### config.mk
export PLATFORM = sky130hd
export DESIGN_NAME = scvm_front_flat
export DESIGN_NICKNAME = d
export VERILOG_FILES = /design/src/rtl/core/scvm_pkg.sv /design/src/rtl/core/scvm_if.sv /design/src/rtl/core/scvm_front.sv /design/src/flat_wrapper.sv
export SDC_FILE = /design/constraint.sdc
export NUM_CORES = 1
export LEC_CHECK = 0
export BUFFER_PORTS_ARGS = -buffer_cell sky130_fd_sc_hd__buf_2
export CAP_MARGIN = 40
export CORE_ASPECT_RATIO = 1.25
export CORE_MARGIN = 3
export CORE_UTILIZATION = 30
export DETAILED_ROUTE_END_ITERATION = 6
export PLACE_DENSITY_LB_ADDON = 0.12
export REMOVE_ABC_BUFFERS = 1
export SLEW_MARGIN = 20
export SYNTH_ARGS = -nofsm -noshare
export SYNTH_HDL_FRONTEND = slang
export SYNTH_SLANG_ARGS = --single-unit
export TNS_END_PERCENT = 30
### constraint.sdc
create_clock -name clk -period 14.9 [get_ports clk]
set_clock_uncertainty 0.1 [all_clocks]
set_input_delay 0 -clock clk [delete_from_list [all_inputs] [get_ports clk]]
set_output_delay 0 -clock clk [all_outputs]
set_load 0.1 [all_outputs]
### src/rtl/core/scvm_pkg.sv
// shared types and constants of the sample clip voice mixer
package scvm_pkg;

  localparam logic [2:0] OP_LOAD   = 3'd0;
  localparam logic [2:0] OP_MUSIC  = 3'd1;
  localparam logic [2:0] OP_EFFECT = 3'd2;
  localparam logic [2:0] OP_CTRL   = 3'd3;
  localparam logic [2:0] OP_LOOP   = 3'd4;
  localparam logic [2:0] OP_TICK   = 3'd5;

  localparam logic [16:0] CLIP_MAX  = 17'd65536;
  localparam logic [7:0]  VOL_RESET = 8'd128;
  // ceil of 2^31 / 255, exact floor division for magnitudes below 2^24
  localparam logic [23:0] RECIP_255 = 24'd8421505;

  localparam logic REG_MUSIC_VOLUME  = 1'b0;
  localparam logic REG_EFFECT_VOLUME = 1'b1;

  typedef struct packed {
    logic [2:0]         opcode;
    logic [15:0]        mem_addr;
    logic signed [15:0] sample_value;
    logic [15:0]        clip_start;
    logic [16:0]        clip_len;
    logic [16:0]        loop_point;
    logic [23:0]        phase_step;
    logic [15:0]        track_id;
    logic               loop_enable;
    logic               pause_music;
    logic               stop_music;
    logic               clear_effects;
  } cmd_t;

endpackage

### src/rtl/core/scvm_if.sv
// item channels of the sample clip voice mixer
interface scvm_cmd_if;
  logic               valid;
  logic               ready;
  logic [2:0]         opcode;
  logic [15:0]        mem_addr;
  logic signed [15:0] sample_value;
  logic [15:0]        clip_start;
  logic [16:0]        clip_length;
  logic [15:0]        loop_start;
  logic [23:0]        phase_step;
  logic [15:0]        track_id;
  logic               loop_enable;
  logic               pause_music;
  logic               stop_music;
  logic               clear_effects;

  modport source (
    output valid, opcode, mem_addr, sample_value, clip_start, clip_length, loop_start,
           phase_step, track_id, loop_enable, pause_music, stop_music, clear_effects,
    input  ready
  );
  modport sink (
    input  valid, opcode, mem_addr, sample_value, clip_start, clip_length, loop_start,
           phase_step, track_id, loop_enable, pause_music, stop_music, clear_effects,
    output ready
  );
endinterface


### src/rtl/core/scvm_front.sv
// input side: accepts items, normalizes lengths and queues commands
module scvm_front
  import scvm_pkg::*;
(
  input  logic       clk,
  input  logic       rst,
  scvm_cmd_if.sink   cmd,
  output logic       q_valid,
  output cmd_t       q_cmd,
  input  logic       q_pop
);

  cmd_t       fifo [2];
  logic       wr_ptr;
  logic       rd_ptr;
  logic [1:0] count;
  logic       push;
  cmd_t       in_cmd;
  logic [16:0] len_sat;
  logic [16:0] lstart;

  assign cmd.ready = (count != 2'd2);
  assign push      = cmd.valid && cmd.ready;
  assign q_valid   = (count != 2'd0);
  assign q_cmd     = fifo[rd_ptr];

  // oversized lengths saturate, loop point clamps to the length
  always_comb begin
    len_sat = (cmd.clip_length > CLIP_MAX) ? CLIP_MAX : cmd.clip_length;
    lstart  = {1'b0, cmd.loop_start};
    in_cmd.opcode        = cmd.opcode;
    in_cmd.mem_addr      = cmd.mem_addr;
    in_cmd.sample_value  = cmd.sample_value;
    in_cmd.clip_start    = cmd.clip_start;
    in_cmd.clip_len      = len_sat;
    in_cmd.loop_point    = (lstart < len_sat) ? lstart : len_sat;
    in_cmd.phase_step    = cmd.phase_step;
    in_cmd.track_id      = cmd.track_id;
    in_cmd.loop_enable   = cmd.loop_enable;
    in_cmd.pause_music   = cmd.pause_music;
    in_cmd.stop_music    = cmd.stop_music;
    in_cmd.clear_effects = cmd.clear_effects;
  end

  always_ff @(posedge clk) begin
    if (push) begin
      fifo[wr_ptr] <= in_cmd;
    end
  end

  always_ff @(posedge clk) begin
    if (rst) begin
      wr_ptr <= 1'b0;
      rd_ptr <= 1'b0;
      count  <= 2'd0;
    end else begin
      if (push) begin
        wr_ptr <= ~wr_ptr;
      end
      if (q_pop) begin
        rd_ptr <= ~rd_ptr;
      end
      if (push && !q_pop) begin
        count <= count + 2'd1;
      end else if (!push && q_pop) begin
        count <= count - 2'd1;
      end
    end
  end

endmodule

### src/flat_wrapper.sv
// flat-port wrapper written by rule: the top's interface ports become plain ports
module scvm_front_flat import scvm_pkg::*;
  (clk, rst, q_valid, q_cmd, q_pop, cmd_valid, cmd_opcode, cmd_mem_addr, cmd_sample_value, cmd_clip_start, cmd_clip_length, cmd_loop_start, cmd_phase_step, cmd_track_id, cmd_loop_enable, cmd_pause_music, cmd_stop_music, cmd_clear_effects, cmd_ready);
  scvm_cmd_if cmd_i ();
  input  logic clk;
  input  logic rst;
  output logic q_valid;
  output cmd_t q_cmd;
  input  logic q_pop;
  input wire logic [$bits(cmd_i.valid)-1:0] cmd_valid;
  input wire logic [$bits(cmd_i.opcode)-1:0] cmd_opcode;
  input wire logic [$bits(cmd_i.mem_addr)-1:0] cmd_mem_addr;
  input wire logic [$bits(cmd_i.sample_value)-1:0] cmd_sample_value;
  input wire logic [$bits(cmd_i.clip_start)-1:0] cmd_clip_start;
  input wire logic [$bits(cmd_i.clip_length)-1:0] cmd_clip_length;
  input wire logic [$bits(cmd_i.loop_start)-1:0] cmd_loop_start;
  input wire logic [$bits(cmd_i.phase_step)-1:0] cmd_phase_step;
  input wire logic [$bits(cmd_i.track_id)-1:0] cmd_track_id;
  input wire logic [$bits(cmd_i.loop_enable)-1:0] cmd_loop_enable;
  input wire logic [$bits(cmd_i.pause_music)-1:0] cmd_pause_music;
  input wire logic [$bits(cmd_i.stop_music)-1:0] cmd_stop_music;
  input wire logic [$bits(cmd_i.clear_effects)-1:0] cmd_clear_effects;
  output wire logic [$bits(cmd_i.ready)-1:0] cmd_ready;
  assign cmd_i.valid = cmd_valid;
  assign cmd_i.opcode = cmd_opcode;
  assign cmd_i.mem_addr = cmd_mem_addr;
  assign cmd_i.sample_value = cmd_sample_value;
  assign cmd_i.clip_start = cmd_clip_start;
  assign cmd_i.clip_length = cmd_clip_length;
  assign cmd_i.loop_start = cmd_loop_start;
  assign cmd_i.phase_step = cmd_phase_step;
  assign cmd_i.track_id = cmd_track_id;
  assign cmd_i.loop_enable = cmd_loop_enable;
  assign cmd_i.pause_music = cmd_pause_music;
  assign cmd_i.stop_music = cmd_stop_music;
  assign cmd_i.clear_effects = cmd_clear_effects;
  assign cmd_ready = cmd_i.ready;
  scvm_front u_core (.clk(clk), .rst(rst), .cmd(cmd_i), .q_valid(q_valid), .q_cmd(q_cmd), .q_pop(q_pop));
endmodule
==> results.sh, run 1 <==
export IMPL_ir_worst_vdd_uv=112
export IMPL_rsz0062_at_grt="false"
export IMPL_synth_area_sq_mm=0.0102
export IMPL_synthArstFlopShare_pct=0
export IMPL_drive_gt1_share_pct=47.7
export IMPL_drt_iter0_markers=210
export IMPL_yosysWarnings=0
export IMPL_dpl_hpwl_microns=15900
export IMPL_r2r_start="u_core.count[0]"
export IMPL_finalPower_mw=2.42
export IMPL_relSlewSlack_pct=47.5
export IMPL_cts_tree="done"
export IMPL_layout_commonest_cell="buf_2"
export IMPL_clockRootBuffer="clkbuf_16"
export IMPL_clock_sinks=263
export IMPL_drc=0
export IMPL_vias=6084
export IMPL_synth_seq_cells=263
export IMPL_rrSetupSlack_ns=12.36
export IMPL_cts_resized=0
export IMPL_post_route_period_util_pct=31.5
export IMPL_fin_cells=1398
export IMPL_r2r_end="u_core.fifo[1][41]"
export IMPL_holdCritStartpoint="cmd_track_id[5]"
export IMPL_grt_pass1_wl_microns=34800
export IMPL_drv_slew=0
export IMPL_hold_path_class="input pin to flip-flop"
export IMPL_ios=263
export IMPL_final_antenna_net_count=0
export IMPL_routed_via_density=4.35
export IMPL_routed_wl_microns=23200
export IMPL_post_cts_buffers=0
export IMPL_yosysSeqAreaShare_pct=76.7
export IMPL_dpl_cell_area_sq_mm=0.0122
export IMPL_arrival_ns=4.87
export IMPL_final_cell_mix="262 x buf_2, 258 x edfxtp_1, 144 x dlygate4sd3_1"
export IMPL_clk_pin_slew_ns=0.06
export IMPL_finalHoldViolations=0
export IMPL_fp_dieH_microns=212
export IMPL_crit_path_end_kind="flip-flop"
export IMPL_whs_ns=0.0805
export IMPL_fin_crit_ns=4.70
export IMPL_dieArea_sq_mm=0.0364
export IMPL_antenna_found_initial=0
export IMPL_grt_overflow_total=0
export IMPL_cts_htree_levels=1
export IMPL_row_count=75
export IMPL_seqPwrFrac_pct=38.7
export IMPL_cts_buffers=28
export IMPL_cap_violations=0
export IMPL_power_density_mw_per_mm2=165
export IMPL_post_route_util_pct=43.6
export IMPL_sw_frac_of_total_pct=36.0
export IMPL_area_delta_synth_final_pct=43.1
export IMPL_worstSetupPathType="input pin to flip-flop"
export IMPL_final_area_sq_mm=0.0146
export IMPL_setup_viol=0
export IMPL_min_delay_path_depth=2
export IMPL_wl_per_cell_microns=16.6
export IMPL_required_ns=15.07
export IMPL_tightest_slew_ns=0.785
export IMPL_synth_cell_types=31
export IMPL_final_nets=1101
export IMPL_status="completed"
export IMPL_synthFlopType="edfxtp_1"
export IMPL_grt_pass1_vias=6456
export IMPL_synth_cells=523
export IMPL_fin_tns_setup_ns=0
export IMPL_r2r_cells=5
export IMPL_fmax_mhz=213
export IMPL_initial_core_util_pct=30.5
export IMPL_gp_congestion=0.842
export IMPL_synth_edf_count=258
export IMPL_startpoint_type="input pin"
export IMPL_numPortBuffers=262
export IMPL_antenna_cells=0
export IMPL_pre_cts_ws_ns=10.73
export IMPL_hold_end="u_core.fifo[1][9]"
export IMPL_die_w_microns=171
export IMPL_clock_path_buffers=3
export IMPL_switchingPower_mw=0.871
export IMPL_intPower_mw=1.55
export IMPL_place_inst=1201
export IMPL_drt_first_pass_iters=4
export IMPL_clkPwrFrac_pct=30.9
export IMPL_grt_usage_pct=12.3
export IMPL_grt_max_degree=59
export IMPL_worst_path_max_fanout=17
export IMPL_clk_latency_ns=0.53
export IMPL_p_leak_nw=5.68
export IMPL_design_core_area_sq_mm=0.0336
export IMPL_layout_setup_ws_ns=10.20
export IMPL_combPwrFrac_pct=30.4
export IMPL_startpoint="cmd_clip_length[13]"
export IMPL_syn_area_per_cell_sq_um=19.6
per-layer routing:
layer | part of all wire (%) | vias up | GRT usage [%]
li1 | - | 2897 | -
met1 | 38 | 2980 | 13.6
met2 | 53 | 167 | 22.7
met3 | 6.1 | 40 | 2.86
met4 | 3.0 | 0 | 4.80
met5 | 0 | - | 0
critical path: stages:
cell	delay [ns]
dlygate4sd3_1	0.53
buf_2	0.12
or4_1	0.59
o41ai_4	0.78
nand2_1	0.18
ha_1	0.34
nand4b_1	0.17
nor4_1	0.41
nand2_1	0.14
o211ai_4	0.62
mux2_2	0.41
dlygate4sd3_1	0.56
sequential cells by signal, indices dropped and copies added (netlist names), named ones only:
signal,count
u_core.fifo,258
u_core.rd_ptr,1
u_core.wr_ptr,1
u_core.count,2
synth_stat cells (all sizes together), types with 3 or more instances:
library cell    n  area share [%]
xor2            3            0.26
a21oi           8            0.39
edfxtp        258              76
mux2          145              16
inv            18            0.66
nor2            7            0.26
or4             4            0.33
ha             16             2.0
dfxtp           5            0.98
o21ai           4            0.20
nand2          22            0.81
clkbuf         16            0.59
cell type report:
type                    instances  area [sq um]
flip-flops and latches        263          7850
fillers                      3107         19000
inverters                      18          67.6
repair buffers                416          2930
well taps                     423           529
clock buffers                  34           744
multi-input cells             226          2260
clock inverters                18           264
worst max path at each step:
stage,slack [ns],cells after the start,end
2_1_floorplan,7.35,3,u_core.fifo[0][0]
3_3_place_gp,10.81,10,u_core.fifo[0][49]
3_5_place_dp,10.73,10,u_core.fifo[1][48]
4_1_cts,10.22,12,u_core.fifo[1][49]
5_1_grt,9.91,12,u_core.fifo[0][49]
6_report,10.20,12,u_core.fifo[1][49]
what timing repair did:
item,CTS,global route
setup endpoints to repair,0,0
hold buffers,144,0
hold endpoints to repair,278,0
power groups by stage:
stage	combinational [mW]	clock, mW	sequential, mW
2_1_floorplan	0.574	0	0.969
3_3_place_gp	0.690	0	0.955
3_5_place_dp	0.711	0	0.952
4_1_cts	0.745	0.775	0.937
5_1_grt	0.768	0.805	0.944
6_report	0.736	0.748	0.936
cell families (layout without fill, tap and decap cells):
family                   count (synthesis)  count (layout)  synth area share, %
adder cells (fa/ha/maj)                 16              16                 1.96
XOR/XNOR                                 4               4                0.342
multiplexers                           145             145                 16.3
buffers and inverters                   35             486                 1.36
AND/OR/NAND/NOR                         42              42                 1.99
flip-flops                             263             263                 76.7
AO/OA/AOI/OAI                           17              17                 1.30
other                                    1               2               0.0366
(Power assumes the default switching activity.)
==> run 2, diff against run 1 <==
- clock period: 14.9 -> 4.5 ns (I/O delays scaled with it)
==> results.sh, run 2 (synthesis gave the netlist of run 1 again) <==
export IMPL_status="completed"
export IMPL_antenna_cells=0
export IMPL_nFillCells=3100
export IMPL_whs_ns=0.0892
export IMPL_area_delta_synth_final_pct=41.1
export IMPL_final_antenna_net_count=0
export IMPL_hold_path_class="input pin to flip-flop"
export IMPL_clk_pin_slew_ns=0.06
export IMPL_required_ns=4.67
export IMPL_final_nets=1102
export IMPL_cts_buffers=28
export IMPL_die_w_microns=171
export IMPL_post_cts_buffers=0
export IMPL_clock_path_buffers=3
export IMPL_wl_met2_microns=12400
export IMPL_routed_via_density=4.39
export IMPL_drt_iter0_markers=248
export IMPL_startpoint_type="input pin"
export IMPL_cts_tree="done"
export IMPL_clockRootBuffer="clkbuf_16"
export IMPL_tightest_slew_ns=0.772
export IMPL_numPortBuffers=262
export IMPL_combPwrFrac_pct=31.8
export IMPL_routed_wl_microns=23500
export IMPL_drv_slew=0
export IMPL_worst_path_max_fanout=17
export IMPL_largest_reg_flops=258
export IMPL_largestRegisters="u_core.fifo: 258 flops, u_core.count: 2 flops"
export IMPL_dpl_cell_area_sq_mm=0.0122
export IMPL_design_core_area_sq_mm=0.0336
export IMPL_top_layer="met4"
export IMPL_fin_crit_ns=4.27
export IMPL_power_density_mw_per_mm2=527
export IMPL_worstSetupPathType="input pin to flip-flop"
export IMPL_dpl_hpwl_microns=15900
export IMPL_final_cell_mix="262 x buf_2, 258 x edfxtp_1, 145 x dlygate4sd3_1"
export IMPL_grt_max_degree=54
export IMPL_p_leak_nw=5.59
export IMPL_cap_violations=0
export IMPL_rsz0062_at_grt="false"
export IMPL_grt_pass1_vias=6661
export IMPL_intPower_mw=4.75
export IMPL_wl_met1_microns=8930
export IMPL_clkPwrFrac_pct=27.3
export IMPL_seqPwrFrac_pct=40.9
export IMPL_antenna_found_initial=1
export IMPL_initial_core_util_pct=30.5
export IMPL_drt_first_pass_iters=4
export IMPL_final_area_sq_mm=0.0144
export IMPL_arrival_ns=4.44
export IMPL_regMostFlops="u_core.fifo"
export IMPL_clock_sinks=263
export IMPL_layout_commonest_cell="buf_2"
export IMPL_fmax_mhz=234
export IMPL_wl_met3_microns=1430
export IMPL_fp_dieH_microns=212
export IMPL_clk_latency_ns=0.53
export IMPL_vias=6129
export IMPL_grt_overflow_total=0
export IMPL_switchingPower_mw=2.86
export IMPL_relSlewSlack_pct=48.6
export IMPL_setup_viol=0
export IMPL_drc=0
export IMPL_cts_htree_levels=1
export IMPL_crit_path_end_kind="flip-flop"
export IMPL_drive_gt1_share_pct=47.3
export IMPL_sw_frac_of_total_pct=37.6
export IMPL_dieArea_sq_mm=0.0364
export IMPL_ios=263
export IMPL_row_count=75
export IMPL_ir_worst_vdd_uv=381
export IMPL_post_route_period_util_pct=95.0
export IMPL_gp_congestion=0.856
export IMPL_grt_usage_pct=12.3
export IMPL_wl_per_cell_microns=16.8
export IMPL_grt_pass1_wl_microns=35000
export IMPL_finalHoldViolations=0
==> run 2: changes by cell type in the layout (fill, tap and decap cells not counted), moves of 2 or more <==
cell / before / now
bufinv_16: 7 / 0
clkbuf_1: 5 / 10
clkinv_1: 6 / 3
clkinv_2: 3 / 6
buf_16: 3 / 1
buf_4: 4 / 6
clkbuf_8: 0 / 2
==> run 2: final timing paths <==
path	to	from	slack [ns]	cells past startpoint
max	u_core.fifo[1][48]	cmd_clip_length[13]	0.23	14
min	u_core.fifo[1][80]	cmd_clip_start[2]	0.09	2
min reg2reg	u_core.count[1]	u_core.count[1]	0.43	2
max reg2reg	u_core.fifo[1][79]	u_core.count[0]	2.39	4
==> run 2: stage by stage <==
stage / util (%) / std cells / TNS [ns] / setup WS, ns / total power, mW
global route: 43.0 / 1397 / 0 / 0.0346 / 7.92
detailed placement: 36.2 / 1202 / 0 / 0.807 / 5.50
finish: 43.0 / 1397 / 0 / 0.227 / 7.61
global placement: 36.0 / 1200 / 0 / 0.924 / 5.46
CTS: 43.0 / 1397 / 0 / 0.280 / 7.74
floorplan: - / 507 / -451.26 / -3.05 / 5.11
==> run 2: power by group through the flow <==
stage	registers, mW	logic, mW	clock network (mW)
2_1_floorplan	3.21	1.90	0
3_3_place_gp	3.16	2.30	0
3_5_place_dp	3.16	2.34	0
4_1_cts	3.11	2.45	2.17
5_1_grt	3.13	2.52	2.27
6_report	3.11	2.42	2.08
==> run 2: timing repair <==
| item | CTS | global route |
|---|---|---|
| hold buffers | 145 | 0 |
| resized for setup | 0 | 0 |
| endpoints found under the hold margin | 275 | 0 |
==> run 2: cell type report <==
type | count | area (sq um) | share of cell area [%]
well taps | 423 | 529 | 3.67
inverters | 18 | 67.6 | 0.468
flip-flops and latches | 263 | 7850 | 54.4
clock buffers | 41 | 791 | 5.48
repair buffers | 417 | 2900 | 20.1
multi-input cells | 226 | 2260 | 15.7
clock inverters | 9 | 41.3 | 0.286
==> run 2: critical path: stages <==
cell           delay, ns
dlygate4sd3_1       0.53
buf_2               0.12
or4_1               0.60
o41ai_4             0.35
buf_4               0.25
nand2_1             0.11
ha_1                0.31
nand4b_1            0.16
nor4_1              0.41
nand2_1             0.15
o211ai_4            0.17
buf_4               0.31
mux2_2              0.38
dlygate4sd3_1       0.58
==> run 2: layer usage <==
layer	track usage (%)	vias up
li1	-	2902
met1	13.5	3003
met2	23.1	182
met3	2.83	42
met4	4.64	0
met5	0	-
==> run 3, diff against run 2 <==
- BUFFER_PORTS_ARGS: -buffer_cell sky130_fd_sc_hd__buf_2 -> -buffer_cell sky130_fd_sc_hd__clkbuf_2
- REMOVE_ABC_BUFFERS: 1 -> not set
==> results.sh, run 3 (synthesis gave the netlist of run 1 again) <==
export IMPL_status="completed"
export IMPL_clkPwrFrac_pct=27.8
export IMPL_r2r_cells=7
export IMPL_largestRegisters="u_core.fifo: 258 flops, u_core.count: 2 flops"
export IMPL_nFillCells=3097
export IMPL_r2r_start="u_core.count[0]"
export IMPL_layout_commonest_cell="clkbuf_2"
export IMPL_multiInputGateArea_sq_mm=0.00226
export IMPL_ios=263
export IMPL_setup_viol=0
export IMPL_wl_per_cell_microns=17.2
export IMPL_post_route_util_pct=43.0
export IMPL_combPwrFrac_pct=31.5
export IMPL_sw_frac_of_total_pct=37.7
export IMPL_crit_buf_inv=5
export IMPL_intPower_mw=4.77
export IMPL_holdCritStartpoint="cmd_phase_step[22]"
export IMPL_cts_tree="done"
export IMPL_drc=0
export IMPL_drive_gt1_share_pct=46.7
export IMPL_clock_sinks=263
export IMPL_dpl_hpwl_microns=15900
export IMPL_grt_usage_pct=12.7
export IMPL_fmax_mhz=238
export IMPL_finalHoldViolations=0
export IMPL_arrival_ns=4.38
export IMPL_startpoint="cmd_clip_length[1]"
export IMPL_row_count=75
export IMPL_antenna_cells=0
export IMPL_p_leak_nw=5.64
export IMPL_wl_met1_microns=8970
export IMPL_cts_htree_levels=1
export IMPL_power_density_mw_per_mm2=530
export IMPL_clk_pin_slew_ns=0.05
export IMPL_dieArea_sq_mm=0.0364
export IMPL_drt_iter0_markers=217
export IMPL_fin_crit_ns=4.20
export IMPL_grt_pass1_vias=6692
export IMPL_hold_path_class="input pin to flip-flop"
export IMPL_clockRootBuffer="clkbuf_16"
export IMPL_final_nets=1104
export IMPL_clock_path_buffers=3
export IMPL_regMostFlops="u_core.fifo"
export IMPL_grt_max_degree=128
export IMPL_max_stage_delay_ns=0.61
export IMPL_wl_met2_microns=12800
export IMPL_ir_worst_vdd_uv=341
export IMPL_grt_pass1_wl_microns=36000
export IMPL_cp_depth=14
export IMPL_required_ns=4.68
export IMPL_tightest_slew_ns=0.807
export IMPL_cap_violations=0
export IMPL_numPortBuffers=262
export IMPL_drt_first_pass_iters=4
export IMPL_gp_congestion=0.799
export IMPL_seqPwrFrac_pct=40.7
export IMPL_crit_family="buffers and inverters"
export IMPL_top_layer="met4"
export IMPL_final_cell_mix="262 x clkbuf_2, 258 x edfxtp_1, 148 x dlygate4sd3_1"
export IMPL_routed_via_density=4.38
export IMPL_crit_path_end_kind="flip-flop"
export IMPL_routed_wl_microns=24100
export IMPL_rrSetupSlack_ns=2.18
export IMPL_cts_buffers=28
export IMPL_r2r_end="u_core.count[1]"
export IMPL_clk_latency_ns=0.53
export IMPL_startpoint_type="input pin"
export IMPL_final_antenna_net_count=0
export IMPL_worstSetupPathType="input pin to flip-flop"
export IMPL_area_delta_synth_final_pct=41.2
export IMPL_fp_dieH_microns=212
export IMPL_grt_overflow_total=0
export IMPL_regArea_sq_mm=0.00785
export IMPL_worst_path_max_fanout=16
export IMPL_cpMaxStageDelayCell="o211ai_4"
export IMPL_largest_reg_flops=258
export IMPL_wl_met3_microns=1650
export IMPL_post_route_period_util_pct=93.4
export IMPL_cp_cell_sequence="dlygate4sd3_1 > clkbuf_2 > or4_1 > o41ai_4 > buf_4 > buf_4 > nand2_1 > ha_1 > nand4_1 > nor4_1 > nand2_1 > o211ai_4 > mux2_2 > dlygate4sd3_1"
export IMPL_fin_tns_setup_ns=0
export IMPL_die_w_microns=171
export IMPL_switchingPower_mw=2.88
export IMPL_drv_slew=0
export IMPL_antenna_found_initial=0
export IMPL_relSlewSlack_pct=46.2
export IMPL_crit_end="u_core.fifo[1][46]"
export IMPL_initial_core_util_pct=30.5
export IMPL_design_core_area_sq_mm=0.0336
export IMPL_vias=6136
-- run 3: cell types whose count changed in the layout (fill, tap and decap cells not counted), moves of 2 or more --
cell and delta:
clkbuf_8 -2, dlygate4sd3_1 +3, buf_2 -262, clkbuf_2 +262, clkinv_2 -4, clkbuf_1 +4
-- run 3: cell type report --
cell class                 count  area share (%)
multi-input combinational    226            15.7
inverter                      18           0.468
clock buffer                  43            5.39
clock inverter                 8           0.433
sequential                   263            54.3
timing repair buffer         419            20.1
tap                          423            3.66
-- run 3: routing by layer --
metal,up-vias,global-route usage [%]
li1,2901,-
met1,3002,13.9
met2,188,23.4
met3,45,3.31
met4,0,4.47
met5,-,0
-- run 3: timing repair --
item                                    4_1_cts  5_1_grt
endpoints found under the setup margin        0       32
hold buffers                                148        0
buffers inserted                              0        4
hold endpoints to repair                    272        0
resized for setup                             0        0
-- run 3: worst min-delay path by stage --
stage	endpoint	slack, ns	cells past startpoint
2_1_floorplan	u_core.count[1]	-0.03	1
3_3_place_gp	u_core.fifo[0][111]	0.09	1
3_5_place_dp	u_core.fifo[0][20]	0.09	1
4_1_cts	u_core.fifo[1][102]	0.05	2
5_1_grt	u_core.fifo[1][16]	0.07	2
6_report	u_core.fifo[0][42]	0.09	2
-- run 3: metrics by stage --
stage,power [mW],cells,cell area [sq um],setup slack [ns],hold WS [ns]
2_1_floorplan,5.08,524,10200,-0.447,-0.0309
3_3_place_gp,5.45,1197,12100,0.538,0.0898
3_5_place_dp,5.49,1197,12100,0.360,0.0927
4_1_cts,7.78,1396,14400,0.0483,0.0518
5_1_grt,7.97,1400,14400,-0.00146,0.0680
6_report,7.66,1400,14400,0.298,0.0921
-- run 3: power groups by stage --
stage          Sequential [mW]  Combinational [mW]  Clock, mW
4_1_cts                   3.12                2.44       2.22
6_report                  3.12                2.41       2.13
5_1_grt                   3.14                2.51       2.32
2_1_floorplan             3.15                1.93          0
3_5_place_dp              3.17                2.32          0
3_3_place_gp              3.15                2.30          0
